<file path="config.mk">
export PLATFORM = sky130hd
export DESIGN_NAME = lefr_cell
export DESIGN_NICKNAME = d
export VERILOG_FILES = /design/src/rtl/core/lefr_pkg.sv /design/src/rtl/core/lefr_cell.sv
export SDC_FILE = /design/constraint.sdc
export NUM_CORES = 1
export LEC_CHECK = 0
export BUFFER_PORTS_ARGS = -buffer_cell sky130_fd_sc_hd__buf_4
export CORE_UTILIZATION = 46
export CTS_BUF_LIST = sky130_fd_sc_hd__clkbuf_4 sky130_fd_sc_hd__clkbuf_8
export CTS_CLUSTER_SIZE = 20
export DETAILED_ROUTE_END_ITERATION = 12
export PLACE_DENSITY = 0.86
export SLEW_MARGIN = 20
export SYNTH_ARGS = -nofsm -noshare
export SYNTH_HDL_FRONTEND = slang
export SYNTH_SLANG_ARGS = --single-unit
</file>
<file path="constraint.sdc">
create_clock -name clock -period 4.2 [get_ports clock]
set_input_delay 0.84 -clock clock [delete_from_list [all_inputs] [get_ports clock]]
set_output_delay 0.84 -clock clock [all_outputs]
set_load 0.05 [all_outputs]
</file>
<file path="src/rtl/core/lefr_pkg.sv">
package lefr_pkg;

   localparam int Window      = 64;
   localparam int WindowLog   = $clog2(Window);
   localparam int EnergyWidth = 32;
   localparam int BoundWidth  = 16;
   localparam int SumWidth    = EnergyWidth + WindowLog;
   localparam int LimitWidth  = BoundWidth + SumWidth;
   localparam int ScaledShift = 8 + WindowLog;
   localparam int CountWidth  = $clog2(Window + 1);
   localparam int ScanWidth   = WindowLog;
   localparam int LowCountWidth = 7;
   localparam int RatioWidth  = 17;
   localparam int RatioShift  = 16 - WindowLog;
   localparam int CsrAddrWidth = 3;
   localparam int CsrDataWidth = 32;

   localparam logic [EnergyWidth-1:0]   OneQ16      = 32'h0001_0000;
   localparam logic [SumWidth-1:0]      SumReset    = SumWidth'((Window / 2) * 65536);
   localparam logic [BoundWidth-1:0]    BoundReset  = 16'd128;
   localparam logic [ScanWidth-1:0]     ScanLast    = ScanWidth'(Window - 1);
   localparam logic [RatioWidth-1:0]    LowCountMax = 17'd127;
   localparam logic [CsrAddrWidth-3:0]  RegBoundFactor = '0;

   typedef enum logic [1:0] {
      StIdle,
      StMult,
      StScan,
      StEmit
   } state_type;

   typedef struct packed {
      logic clear;
      logic step;
   } tally_ctrl_type;

endpackage

</file>
<file path="src/rtl/core/lefr_cell.sv">
module lefr_cell (
   input  logic                             clock,
   input  logic                             reset,
   input  logic [lefr_pkg::EnergyWidth-1:0] init_value,
   input  logic                             shift,
   input  logic [lefr_pkg::EnergyWidth-1:0] neighbor_entry,
   output logic [lefr_pkg::EnergyWidth-1:0] entry
);

   logic [lefr_pkg::EnergyWidth-1:0] entry_ff;
   logic [lefr_pkg::EnergyWidth-1:0] entry_in;

   assign entry_in = shift ? neighbor_entry : entry_ff;
   assign entry    = entry_ff;

   always_ff @(posedge clock) begin
      if (reset) begin
         entry_ff <= init_value;
      end else begin
         entry_ff <= entry_in;
      end
   end

endmodule

</file>
==> key figures, run 1 <==
Die
  – Starting Density: 49.0%
  – IO Pins: 99
  – Full die area: 0.00351 mm2
  – Die H: 59.3 um
  – Core Area: 0.00308 mm2
  – DIE WIDTH: 59.3 um
  – Std-Cell Rows: 20

Final layout
  – Nets: 238
  – Commonest non-fill, non-tap cell in the layout: buf_4
  – Area of the multi-input gates: 475 um2
  – Fillers: 213
  – N_diodes: 0
  – Largest register FFs: 32
  – Ratio of cells with drive above 1 in the final layout: 80.7%
  – Most frequent cells in the layout: buf_4 (99), edfxtp_1 (32), mux2_4 (29)
  – Register Area: 961 um2
  – Layout area overhead: 51.5%

Clock network
  – PostCTS Resize Cnt: 0
  – Root buf cell: clkbuf_4
  – CTS tree: built
  – Clk pin slew, worst setup/hold paths: 90 ps
  – Post-CTS setup buffers: 0
  – H-tree depth: 2
  – TritonCTS Sinks: 32
  – Clock buffer depth: 2
  – Cts bufs inserted: 5
  – Hold_buf cts: 0

Critical path
  – Stages on worst setup path: 3
  – Most frequent CP cell: buf_4
  – Critical-path cell list: buf_4, or2_1, buf_4
  – Slowest cell on the critical path: or2_1
  – WP data arrival: 2290 ps
  – Worst path bufs/invs: 2
  – CP top delay family: buffers and inverters
  – Worst Path Max Fanout: 33
  – Worst setup path startpoint: reset
  – Peak per-stage delay on the critical path: 630 ps
  – CP startpoint kind: input pin
  – Critical path required time: 4220 ps
  – Critical Path End Type: register
  – CP endpoint: entry[4]
  – Crit Path Class: input pin to register

Global routing
  – M1 GR Usage: 16.5%
  – GR Util met2: 34.3%
  – Global routing's busiest layer: met2
  – Vias in the first global route: 991
  – Largest net degree at the start of global routing: 34
  – GRT Total Usage: 17.8%
  – Total gr overflow: 0
  – First-pass GRT wire length: 4.31 mm
  – Initial antenna violation count: 0
  – Met3 Usage GRT: 6.11%

STA
  – Worst rel slew slack: 54.9%
  – Hold Fails Final Rpt: 0
  – Final Critical Period: 2270 ps
  – RSZ-0062 raised after global routing: no
  – Worst-margin pin slew: 677 ps
  – Final worst setup slack: 1930 ps
  – Final period utilization: 54.1%
  – Sum Neg Setup Slack: 0 ps
  – Final hold slack: 817 ps
  – Slew Limit Fails: 0
  – Setup violations, final: 0
  – Max Fclk: 440 MHz

Drt
  – Drt first pass iters: 2
  – DR DRC count: 0
  – Final wirelength: 2.99 mm
  – Antenna Nets Post-Route: 0
  – WL/cell: 13.9 um
  – Vias/cell: 4.61
  – Vias: 991
  – DRT iter0 DRCs: 17

Logic synthesis
  – Mapped Nets: 136
  – Mapped Cells: 69
  – Cell area after synthesis: 0.00151 mm2
  – Yosys warns: 0
  – FF+latch count, synth: 32
  – Avg Synthesized Cell Area: 21.9 um2
  – Seq/Total Area, Yosys: 63.7%
  – Netlist cell types: 6

Outcome
  – Status: completed

Placed design
  – Setup slack after placement: 1530 ps
  – I/O Buffers: 98
  – RePlAce Congestion: 0.696

Power
  – Leakage: 1.08 nW
  – Power after layout: 0.842 mW
  – Peak VDD IR: 0.288 mV
  – PD cells: 369 mW/mm2

Run
  – Max-cap violation count: 0

Hold path
  – HP Class: input pin to register
cell usage after synthesis (all sizes together):
cell,instances,area (um2)
or2,1,6.26
buf,4,71.3
mux2,32,469
edfxtp,32,961
power by group:
| group | total, mW | internal (mW) | switching [mW] |
|---|---|---|---|
| clock | 0.160 | 0.0680 | 0.0924 |
| combinational | 0.280 | 0.116 | 0.164 |
| sequential | 0.402 | 0.392 | 0.0100 |
how the worst min path moves through the flow:
stage | slack (ps) | from | endpoint | cells after the start
6_report | 820 | neighbor_entry[28] | entry[28] | 2
5_1_grt | 800 | init_value[29] | entry[29] | 2
4_1_cts | 800 | neighbor_entry[10] | entry[10] | 2
3_5_place_dp | 1140 | init_value[26] | entry[26] | 2
3_3_place_gp | 1140 | init_value[1] | entry[1] | 2
2_1_floorplan | 1060 | init_value[0] | entry[0] | 1
per-stage QoR:
step / utilization, % / cells / instance area, um2
floorplan: - / 69 / 1510
global placement: 72.6 / 208 / 2230
detailed placement: 72.6 / 208 / 2230
CTS: 74.2 / 215 / 2280
global route: 74.2 / 215 / 2280
finish: 74.2 / 215 / 2280
metal layers:
| layer | vias to the layer above | wire (um) |
|---|---|---|
| met5 | - | 0 |
| met4 | 0 | 33 |
| met3 | 4 | 241 |
| met2 | 57 | 1730 |
| met1 | 457 | 981 |
| li1 | 473 | - |
cells by family after synthesis:
family / share of synthesized area (%)
multiplexers: 31.1
AND/OR/NAND/NOR: 0.415
buffers and inverters: 4.73
flip-flops: 63.7
area by class of cell:
cell class                      count  area share (%)
Clock inverter                      1           0.219
Clock buffer                        6            1.97
Multi-Input combinational cell     33            20.8
Tap cell                           44            2.41
Sequential cell                    32            42.1
Timing Repair Buffer               99            32.5
(Power assumes the default switching activity.)
==> run 2, diff against run 1 <==
Settings changed: ABC_AREA set to 1, CORE_UTILIZATION 46 to 38, PLACE_DENSITY 0.86 to 0.77.
Clock period 4.2 ns to 1.9 ns, I/O delays scaled along.
==> run 2 against run 1 <==
Against the previous run:
- first-iteration DRC count rose to 3.5 times the previous value
- synthesized cell count increased by 99%
- count of clock-buffer cells in the layout unchanged
- sequential share of layout area grew 0.73 points
- total power grew to 2.5 times the previous value
- final area shrank 1.7%
- non-clock buffer count unchanged
- worst hold slack got worse by 460 ps
- critical path type is now register to output pin
- critical endpoint is now entry[12]
==> key figures, run 2 <==
Final layout
  – Ratio of cells with drive above 1 in the final layout: 46.0%
  – Layout area overhead: 60.3%
  – Largest register FFs: 32
  – Fillers: 314
  – Area of the multi-input gates: 367 um2
  – N_diodes: 0
  – Register Area: 961 um2
  – Most frequent cells in the layout: buf_4 (99), nand2_1 (96), edfxtp_1 (32)
  – Nets: 303
  – Util after Layout: 65.2%
  – Commonest non-fill, non-tap cell in the layout: buf_4

Clock network
  – Cts bufs inserted: 5
  – Hold_buf cts: 0
  – Root buf cell: clkbuf_8
  – Clk pin slew, worst setup/hold paths: 70 ps
  – CTS tree: built
  – H-tree depth: 2
  – PostCTS Resize Cnt: 0
  – TritonCTS Sinks: 32
  – Post-CTS setup buffers: 0
  – Clock buffer depth: 2

Global routing
  – Initial antenna violation count: 0
  – GRT Total Usage: 19.2%
  – First-pass GRT wire length: 5.51 mm
  – Total gr overflow: 0
  – Vias in the first global route: 1177
  – Largest net degree at the start of global routing: 34

Critical path
  – Worst path bufs/invs: 1
  – CP top delay family: flip-flops
  – Peak per-stage delay on the critical path: 390 ps
  – Critical path required time: 1520 ps
  – WP data arrival: 870 ps
  – Slowest cell on the critical path: edfxtp_1
  – Critical Path End Type: output pin
  – Crit Path Class: register to output pin
  – CP startpoint kind: register
  – Critical-path cell list: buf_4
  – Worst Path Max Fanout: 1

Logic synthesis
  – Number of synthesized flops with an enable pin: 32
  – Yosys top cell by area: edfxtp_1
  – Yosys warns: 0
  – Most numerous cell in the Yosys netlist: nand2_1
  – Synth area leaders: edfxtp_1 (69%), nand2_1 (26%), buf_6 (3.2%)
  – Mapped Cells: 137
  – Mapped Nets: 204
  – Post-synthesis xor/xnor area fraction: 0%
  – Fraction of registers with async set/reset: 0%
  – Top-area cell type share of the netlist area: 68.6%
  – Post-synthesis simple-gate area fraction: 26.2%
  – Largest family of logic cells by synthesized area: simple AND/OR/NAND/NOR gates
  – Seq/Total Area, Yosys: 68.6%
  – Netlist cell types: 6
  – Avg Synthesized Cell Area: 10.2 um2
  – Primary FF master, synth: edfxtp_1
  – Cell area after synthesis: 0.00140 mm2
  – Post-synthesis adder-cell area fraction: 0%
  – Multiplexer area fraction after synthesis: 0%
  – FF+latch count, synth: 32
  – Synth Area in Compound Gates: 0%
  – Top cells by count, synth: nand2_1 (96), edfxtp_1 (32), buf_6 (4), buf_4 (3)

Drt
  – DRT iter0 DRCs: 60
  – Antenna Nets Post-Route: 0
  – Final wirelength: 3.63 mm
  – Drt first pass iters: 4
  – DR DRC count: 0
  – WL/cell: 12.8 um
  – Vias: 1289
  – Vias/cell: 4.55

Power
  – Peak VDD IR: 0.541 mV
  – Combinational share of power: 27.7%
  – Internal power: 1.48 mW
  – Leakage: 1.15 nW
  – Psw: 0.651 mW
  – Clock power frac: 30.4%
  – Sequential power share: 41.8%
  – Power after layout: 2.13 mW
  – PD cells: 947 mW/mm2
  – Switching share of power: 30.6%

Placed design
  – Detailed placement HPWL: 2.56 mm
  – RePlAce Congestion: 0.767
  – I/O Buffers: 98

Die
  – Starting Density: 40.7%
  – IO Pins: 99
  – Die H: 62.7 um
  – Std-Cell Rows: 21
  – Core Area: 0.00344 mm2
  – Full die area: 0.00393 mm2
  – DIE WIDTH: 62.7 um

STA
  – RSZ-0062 raised after global routing: no
  – Sum Neg Setup Slack: 0 ps
  – Worst rel slew slack: 51.2%
  – Setup violations, final: 0
  – Final Critical Period: 1250 ps
  – Worst-margin pin slew: 733 ps
  – Hold Fails Final Rpt: 0
  – Max Fclk: 799 MHz
  – Final period utilization: 65.9%
  – Slew Limit Fails: 0

Outcome
  – Status: completed

Hold path
  – Hold Path Stages: 3
  – HP Class: input pin to register
  – Hold Path End: entry[7]
  – Hold Startpoint: neighbor_entry[7]

Run
  – Max-cap violation count: 0
run 2: cell families after synthesis:
group         count (synthesis)
flops                        32
buf+inv                       8
simple gates                 97
run 2: per-layer routing:
metal | routed length, um | global-route usage, %
met5 | 0 | 0
met4 | 109 | 10.2
met2 | 1810 | 31.3
met1 | 1430 | 21.4
met3 | 279 | 7.85
run 2: worst max-delay path by stage:
| stage | slack, ps | start | depth (start not counted) | end |
|---|---|---|---|---|
| 2_1_floorplan | 560 | reset | 2 | entry[0] |
| 5_1_grt | 610 | entry[5] | 1 | entry[5] |
| 3_3_place_gp | 450 | reset | 2 | entry[10] |
| 6_report | 650 | entry[12] | 1 | entry[12] |
| 4_1_cts | 640 | entry[5] | 1 | entry[5] |
| 3_5_place_dp | 440 | reset | 2 | entry[8] |
run 2: metrics by stage:
| stage | setup WS (ps) | hold slack (ps) | cell area (um2) | instances |
|---|---|---|---|---|
| 3_5_place_dp | 443 | 647 | 2130 | 275 |
| 4_1_cts | 635 | 353 | 2250 | 283 |
| 6_report | 648 | 358 | 2250 | 283 |
| 3_3_place_gp | 455 | 646 | 2130 | 275 |
| 5_1_grt | 611 | 352 | 2250 | 283 |
| 2_1_floorplan | 560 | 559 | 1400 | 137 |
run 2: worst min-delay path, delay by kind of cell:
kind	cells	cell delay (ps)
buf+inv	1	70
simple gates	2	80
run 2: power groups by stage:
stage	logic, mW	clock network [mW]	registers, mW
global placement	0.586	0	0.902
finish	0.590	0.647	0.890
CTS	0.593	0.657	0.891
global route	0.618	0.682	0.896
floorplan	0.0839	0	1.18
detailed placement	0.592	0	0.905
run 2: layout make-up:
type / count / area share [%]
clock inverters: 2 / 1.56
clock buffers: 6 / 3.40
repair buffers: 99 / 33.1
well taps: 46 / 2.56
multi-input cells: 97 / 16.3
flip-flops and latches: 32 / 42.8
inverters: 1 / 0.279
