[config.mk]
export PLATFORM = sky130hd
export DESIGN_NAME = lefr_tally
export DESIGN_NICKNAME = d
export VERILOG_FILES = /design/src/rtl/core/lefr_pkg.sv /design/src/rtl/core/lefr_tally.sv
export SDC_FILE = /design/constraint.sdc
export NUM_CORES = 1
export LEC_CHECK = 0
export ABC_AREA = 1
export CORE_UTILIZATION = 35
export CTS_BUF_LIST = sky130_fd_sc_hd__clkbuf_4
export DETAILED_ROUTE_END_ITERATION = 16
export DONT_BUFFER_PORTS = 1
export SETUP_SLACK_MARGIN = 0.3
export SLEW_MARGIN = 20
export SYNTH_ARGS = -nofsm -noshare
export SYNTH_HDL_FRONTEND = slang
export SYNTH_SLANG_ARGS = --single-unit
[constraint.sdc]
create_clock -name clock -period 5 [get_ports clock]
set_input_delay 0.25 -clock clock [delete_from_list [all_inputs] [get_ports clock]]
set_output_delay 0.25 -clock clock [all_outputs]
set_load 0.01 [all_outputs]
[src/rtl/core/lefr_pkg.sv]
package lefr_pkg;

   localparam int Window      = 64;
   localparam int WindowLog   = $clog2(Window);
   localparam int EnergyWidth = 32;
   localparam int BoundWidth  = 16;
   localparam int SumWidth    = EnergyWidth + WindowLog;
   localparam int LimitWidth  = BoundWidth + SumWidth;
   localparam int ScaledShift = 8 + WindowLog;
   localparam int CountWidth  = $clog2(Window + 1);
   localparam int ScanWidth   = WindowLog;
   localparam int LowCountWidth = 7;
   localparam int RatioWidth  = 17;
   localparam int RatioShift  = 16 - WindowLog;
   localparam int CsrAddrWidth = 3;
   localparam int CsrDataWidth = 32;

   localparam logic [EnergyWidth-1:0]   OneQ16      = 32'h0001_0000;
   localparam logic [SumWidth-1:0]      SumReset    = SumWidth'((Window / 2) * 65536);
   localparam logic [BoundWidth-1:0]    BoundReset  = 16'd128;
   localparam logic [ScanWidth-1:0]     ScanLast    = ScanWidth'(Window - 1);
   localparam logic [RatioWidth-1:0]    LowCountMax = 17'd127;
   localparam logic [CsrAddrWidth-3:0]  RegBoundFactor = '0;

   typedef enum logic [1:0] {
      StIdle,
      StMult,
      StScan,
      StEmit
   } state_type;

   typedef struct packed {
      logic clear;
      logic step;
   } tally_ctrl_type;

endpackage

[src/rtl/core/lefr_tally.sv]
module lefr_tally (
   input  logic                             clock,
   input  logic                             reset,
   input  lefr_pkg::tally_ctrl_type         ctrl,
   input  logic [lefr_pkg::EnergyWidth-1:0] entry,
   input  logic [lefr_pkg::LimitWidth-1:0]  limit,
   output logic [lefr_pkg::CountWidth-1:0]  total
);

   logic [lefr_pkg::LimitWidth-1:0] scaled;
   logic                            hit;
   logic [lefr_pkg::CountWidth-1:0] count_ff;
   logic [lefr_pkg::CountWidth-1:0] count_in;

   // entry * 256 * Window, compared against bound * sum
   assign scaled = {{(lefr_pkg::LimitWidth - lefr_pkg::EnergyWidth - lefr_pkg::ScaledShift){1'b0}},
                    entry, {lefr_pkg::ScaledShift{1'b0}}};
   assign hit    = ctrl.step && (scaled < limit);

   always_comb begin
      if (ctrl.clear) begin
         count_in = '0;
      end else begin
         count_in = count_ff + {{(lefr_pkg::CountWidth-1){1'b0}}, hit};
      end
   end

   assign total = count_in;

   always_ff @(posedge clock) begin
      if (reset) begin
         count_ff <= '0;
      end else begin
         count_ff <= count_in;
      end
   end

endmodule

==> results of run 1 <==
critical path, stage by stage:
cell and delay (ns):
inv_1 0.02, ha_1 0.28, a21oi_1 0.17, nand2_1 0.07
a21oi_1 0.14, nand2_1 0.07, nand2_1 0.06, nand2_1 0.05
nor2_1 0.09, ha_1 0.17, ha_1 0.16, nand2_1 0.11
o21ai_0 0.16, inv_1 0.07, nor3_1 0.29
path summary, 6_finish.rpt:
kind,from,to
min reg2reg,count_ff[6],count_ff[6]
max,limit[17],total[4]
min,ctrl[1],count_ff[6]
max reg2reg,count_ff[0],count_ff[6]
placed cells by master (no fill, tap or decap), drive strengths merged:
cell | synthesis | layout
a21boi | 1 | 1
a21o | 2 | 2
a21oi | 13 | 13
and2 | 1 | 1
clkbuf | 0 | 4
dfxtp | 7 | 7
ha | 34 | 34
inv | 60 | 60
nand2 | 60 | 60
nand3 | 3 | 3
nand4 | 2 | 2
nor2 | 30 | 30
nor3 | 8 | 8
nor4 | 5 | 5
o21ai | 1 | 1
per-stage QoR:
step / utilization (%) / std cells / hold WS, ns / cell area (um2) / setup slack [ns]
after global routing: 39.5 / 279 / 0.0304 / 1480 / 2.37
final: 39.5 / 279 / 0.0534 / 1480 / 2.58
after floorplan: - / 228 / 0.321 / 1390 / 2.76
after CTS: 39.5 / 279 / 0.0377 / 1480 / 2.53
after detailed placement: 38.7 / 275 / 0.324 / 1450 / 2.53
after global placement: 38.7 / 275 / 0.323 / 1450 / 2.54
layer usage:
| layer | vias up | global-route usage, % | routed length (um) |
|---|---|---|---|
| met3 | 5 | 3.65 | 196 |
| met1 | 470 | 15.3 | 1230 |
| met5 | - | 0 | 0 |
| li1 | 706 | - | - |
| met2 | 46 | 21.1 | 1100 |
| met4 | 0 | 4.08 | 28 |
kinds of logic after synthesis:
family	count (synthesis)
adder cells (fa/ha/maj)	34
flip-flops	7
AND/OR/NAND/NOR	109
AO/OA/AOI/OAI	17
buffers and inverters	61
layout make-up:
class / instances / area, um2
sequential: 7 / 140
clock buffer: 4 / 30.0
tap: 48 / 60.1
multi-input combinational: 160 / 1020
fill: 431 / 2260
inverter: 60 / 225
power by group through the flow:
stage | registers [W] | logic [W] | clock network (W)
6_report | 0.0000566 | 0.0000657 | 0.0000585
3_5_place_dp | 0.0000578 | 0.0000670 | 0
4_1_cts | 0.0000566 | 0.0000675 | 0.0000626
5_1_grt | 0.0000566 | 0.0000821 | 0.0000648
3_3_place_gp | 0.0000578 | 0.0000664 | 0
2_1_floorplan | 0.0000577 | 0.0000569 | 0
==> results.json, run 1 <==
{
  "seq_area_frac_synth_pct": 10.1,
  "ir_worst_vdd_v": 0.0000854,
  "finalCriticalPeriod_ns": 2.42,
  "vias_per_cell": 4.40,
  "power_frac_comb_pct": 36.3,
  "p_leak_nw": 0.893,
  "rows": 22,
  "grt_usage_pct": 12.5,
  "post-cts-setup-buffers": 0,
  "synth_top_area_cell": "ha_1",
  "grt.overflow.total": 0,
  "num_io_pins": 97,
  "drive_gt1_share_pct": 8.23,
  "drc": 0,
  "synth-xor-area-share_pct": 0,
  "synth-compound-area-share_pct": 6.91,
  "largest_reg_flops": 7,
  "cts_tree": "yes",
  "vias": 1227,
  "hpwl_mm": 2.33,
  "synth_top_area_share_pct": 30.5,
  "synth-seq-cells": 7,
  "cts-root-buf": "clkbuf_4",
  "clk_latency_ns": 0.26,
  "synth-adder-area-share_pct": 30.5,
  "cts_sinks": 7,
  "synthFlopType": "dfxtp_1",
  "status": "complete, no violations",
  "regMostFlops": "count_ff",
  "drtIter0Drc": 24,
  "holdBufCountCts": 0,
  "synth_nets": 352,
  "grt_pass1_wl_mm": 4.17,
  "synth.area.top_cells": "ha_1 31%, inv_1 16%, nand2_1 16%, dfxtp_1 10%, nor2_1 6.5%",
  "skew_ns": 0.00331,
  "netlist_instances": 228,
  "swShare_pct": 32.7,
  "hold_violations": 0,
  "die_area_mm2": 0.00424,
  "power_frac_seq_pct": 31.3,
  "slew_headroom_pct": 74.3,
  "die_height_um": 65.1,
  "clockBufferDepth": 2,
  "setup_violations": 0,
  "fp.dieW_um": 65.1,
  "diodes": 0,
  "finalWeightedCongestion": 0.685,
  "syn-mean-instance-area_um2": 6.11,
  "final_nets": 356,
  "max_freq_mhz": 413,
  "cts_resized": 0,
  "worstMarginPinSlew_ns": 0.383,
  "worstHoldPathCells": 1,
  "grt_pass1_vias": 1088,
  "ant_nets": 0,
  "clk_pin_slew_ns": 0.05,
  "wirelength_mm": 2.55,
  "cts_inserted_buffers": 3,
  "cp.arrival_ns": 2.17,
  "drt-pass1-iter-count": 4,
  "start_util_pct": 37.2,
  "drv_slew": 0,
  "powerDensity_mw_per_mm2": 122,
  "synth_edf_count": 0,
  "ff2ff_setup_slack_ns": 3.69,
  "post-route-period-util_pct": 48.4,
  "path_class": "in -> out",
  "power_w": 0.000181,
  "synth_top_family_by_area": "simple AND/OR/NAND/NOR gates",
  "synthesis.area_mm2": 0.00139,
  "synthDistinctLibCells": 24,
  "core-area_mm2": 0.00374,
  "synthMuxAreaShare_pct": 0,
  "grt_max_degree": 15,
  "synth-simple-area-share_pct": 36.0,
  "rr_worst_depth": 7,
  "antenna_found_initial": 0,
  "tns_ns": 0,
  "top_regs": "count_ff (7)",
  "netlist_top_cells_count": "59 x inv_1, 59 x nand2_1, 34 x ha_1",
  "endpoint_kind": "output port",
  "synthArstFlopShare_pct": 0,
  "maxCapViolations": 0,
  "hp-class": "in -> reg",
  "htree_num_levels": 1,
  "internal_power_w": 0.000122,
  "required_ns": 4.75,
  "power.switching_w": 0.0000592,
  "port_buffers": 0,
  "ys.warnings.count": 0,
  "wl_per_cell_um": 9.13,
  "grt_setup_unrepaired": "no",
  "pwr-share-clk_pct": 32.3,
  "startpoint_type": "input pin",
  "synthToLayoutAreaGrowth_pct": 6.10,
  "cp_max_fo": 3
}
Power figures use the tool's default switching activity.
==> inputs of run 2 (changes only) <==
- clock period: 5 -> 2 ns (I/O delays scaled with it)
==> results.json, run 2 (synthesis gave the netlist of run 1 again) <==
{
  "largest_reg_flops": 7,
  "required_ns": 1.90,
  "cts_inserted_buffers": 3,
  "crit_cells": 13,
  "tns_ns": 0,
  "p_leak_nw": 0.918,
  "crit_chain": "ha_4 -> a21o_1 -> nor2_1 -> nand2_1 -> a21boi_1 -> nand2_1 -> nor2_1 -> ha_2 -> ha_4 -> nand2_4 -> nor3_4 -> a21oi_2 -> nor3_4",
  "grt.overflow.total": 0,
  "drtIter0Drc": 23,
  "vias_per_cell": 4.75,
  "grt_max_degree": 9,
  "stdcell_area_mm2": 0.00200,
  "core-area_mm2": 0.00374,
  "ff2ff_setup_slack_ns": 0.62,
  "holdWs_ns": 0.228,
  "r2r_end": "count_ff[6]",
  "power_w": 0.000540,
  "die_height_um": 65.1,
  "path_buf_inv": 0,
  "startpoint_type": "input pin",
  "status": "complete, no violations",
  "clockBufferDepth": 2,
  "diodes": 0,
  "ant_nets": 0,
  "cts_sinks": 7,
  "critPathMaxStageDelay_ns": 0.22,
  "finalWeightedCongestion": 0.730,
  "post-route-period-util_pct": 96.4,
  "cp_top_family": "simple AND/OR/NAND/NOR gates",
  "fp.dieW_um": 65.1,
  "r2r_start": "count_ff[0]",
  "cp.arrival_ns": 1.83,
  "grt_usage_pct": 14.4,
  "regMostFlops": "count_ff",
  "drv_slew": 0,
  "worstMarginPinSlew_ns": 0.357,
  "skew_ns": 0.00714,
  "endpoint": "total[6]",
  "grt_pass1_wl_mm": 4.91,
  "cp_max_fo": 3,
  "cts_tree": "yes",
  "clk_latency_ns": 0.26,
  "maxCapViolations": 0,
  "cts-root-buf": "clkbuf_4",
  "max_freq_mhz": 518,
  "wl_per_cell_um": 10.7,
  "antenna_found_initial": 0,
  "crit_slowest_cell": "ha_4",
  "wirelength_mm": 3.05,
  "top_regs": "count_ff (7)",
  "placed_area_mm2": 0.00177,
  "hold_violations": 0,
  "grt_pass1_vias": 1248,
  "synthToLayoutAreaGrowth_pct": 43.3,
  "slew_headroom_pct": 76.1,
  "path_class": "in -> out",
  "drive_gt1_share_pct": 39.7,
  "post-route-util_pct": 53.3,
  "final_nets": 362,
  "die_area_mm2": 0.00424,
  "hpwl_mm": 2.56,
  "grt_setup_unrepaired": "yes",
  "ir_worst_vdd_v": 0.000147,
  "port_buffers": 0,
  "drt-pass1-iter-count": 4,
  "vias": 1355,
  "layout_commonest_cell": "nand2_1",
  "powerDensity_mw_per_mm2": 270,
  "htree_num_levels": 1,
  "num_io_pins": 97,
  "endpoint_kind": "output port",
  "critPathLaunch": "entry[31]",
  "finalCriticalPeriod_ns": 1.93,
  "drc": 0,
  "setup_violations": 0,
  "rows": 22,
  "rr_worst_depth": 8,
  "start_util_pct": 37.2,
  "hp-class": "in -> out",
  "mostFrequentLayoutCells": "51 x nand2_1, 35 x inv_1, 25 x ha_4, 19 x nor2_1, 15 x inv_2"
}
## run 2: cell types whose count changed in the layout (fill, tap and decap cells not counted), moves of 3 or more
cell     previous run  this run
nor3_1              6         2
inv_1              59        35
a21oi_2             1         4
nand2_1            59        51
buf_4               0         4
nor2_1             24        19
ha_1               34         8
nor2_4              1         5
inv_2               1        15
inv_4               0         8
nand2_2             1         8
ha_4                0        25
a21oi_1            12         9
nor3_4              1         5
## run 2: what timing repair did
action / 4_1_cts / 5_1_grt
hold buffers: 2 / 0
endpoints found under the hold margin: 7 / 0
setup endpoints to repair: 8 / 10
buffers inserted: 3 / 1
resized for setup: 21 / 13
pin swaps: 2 / 5
## run 2: cell type report
class	count	area, um2
Fill cell	365	1750
Sequential cell	7	140
Multi-Input combinational cell	160	1460
Tap cell	48	60.1
Clock buffer	4	30.0
Timing Repair Buffer	6	50.0
Inverter	60	258
## run 2: stage by stage
stage          setup WS [ns]  cells
3_3_place_gp          0.0283    275
5_1_grt               -0.109    285
6_report              0.0711    285
4_1_cts               0.0341    284
2_1_floorplan          0.162    228
3_5_place_dp         -0.0233    275
## run 2: worst min-delay path by stage
stage	depth (start not counted)	slack, ns	end	startpoint
after floorplan	1	0.17	count_ff[6]	ctrl[1]
after CTS	1	0.22	total[1]	ctrl[1]
after global placement	1	0.17	count_ff[6]	ctrl[1]
after detailed placement	1	0.18	count_ff[6]	ctrl[1]
final	1	0.23	total[6]	ctrl[1]
after global routing	1	0.23	total[6]	ctrl[1]
## run 2: power breakdown
| part | total (W) | switching (W) | internal (W) | leakage (nW) |
|---|---|---|---|---|
| clock | 0.000145 | 0.0000555 | 0.0000899 | 0.0184 |
| combinational | 0.000253 | 0.000126 | 0.000127 | 0.843 |
| sequential | 0.000142 | 0.000000733 | 0.000141 | 0.0565 |
## run 2: layer usage
| metal | up-vias | GRT usage [%] | part of all wire, % |
|---|---|---|---|
| met2 | 66 | 25.9 | 48 |
| met5 | - | 0 | 0 |
| met4 | 0 | 2.45 | 0.92 |
| met3 | 5 | 4.86 | 9.0 |
| li1 | 720 | - | - |
| met1 | 564 | 16.6 | 42 |
## run 2: worst reg2reg max path: cells and delay by family, from the launching register on
kind,cells,cell delay (ns)
buffers and inverters,1,0.12
AND/OR/NAND/NOR,5,0.48
flip-flops,1,0.31
adder cells (fa/ha/maj),2,0.35
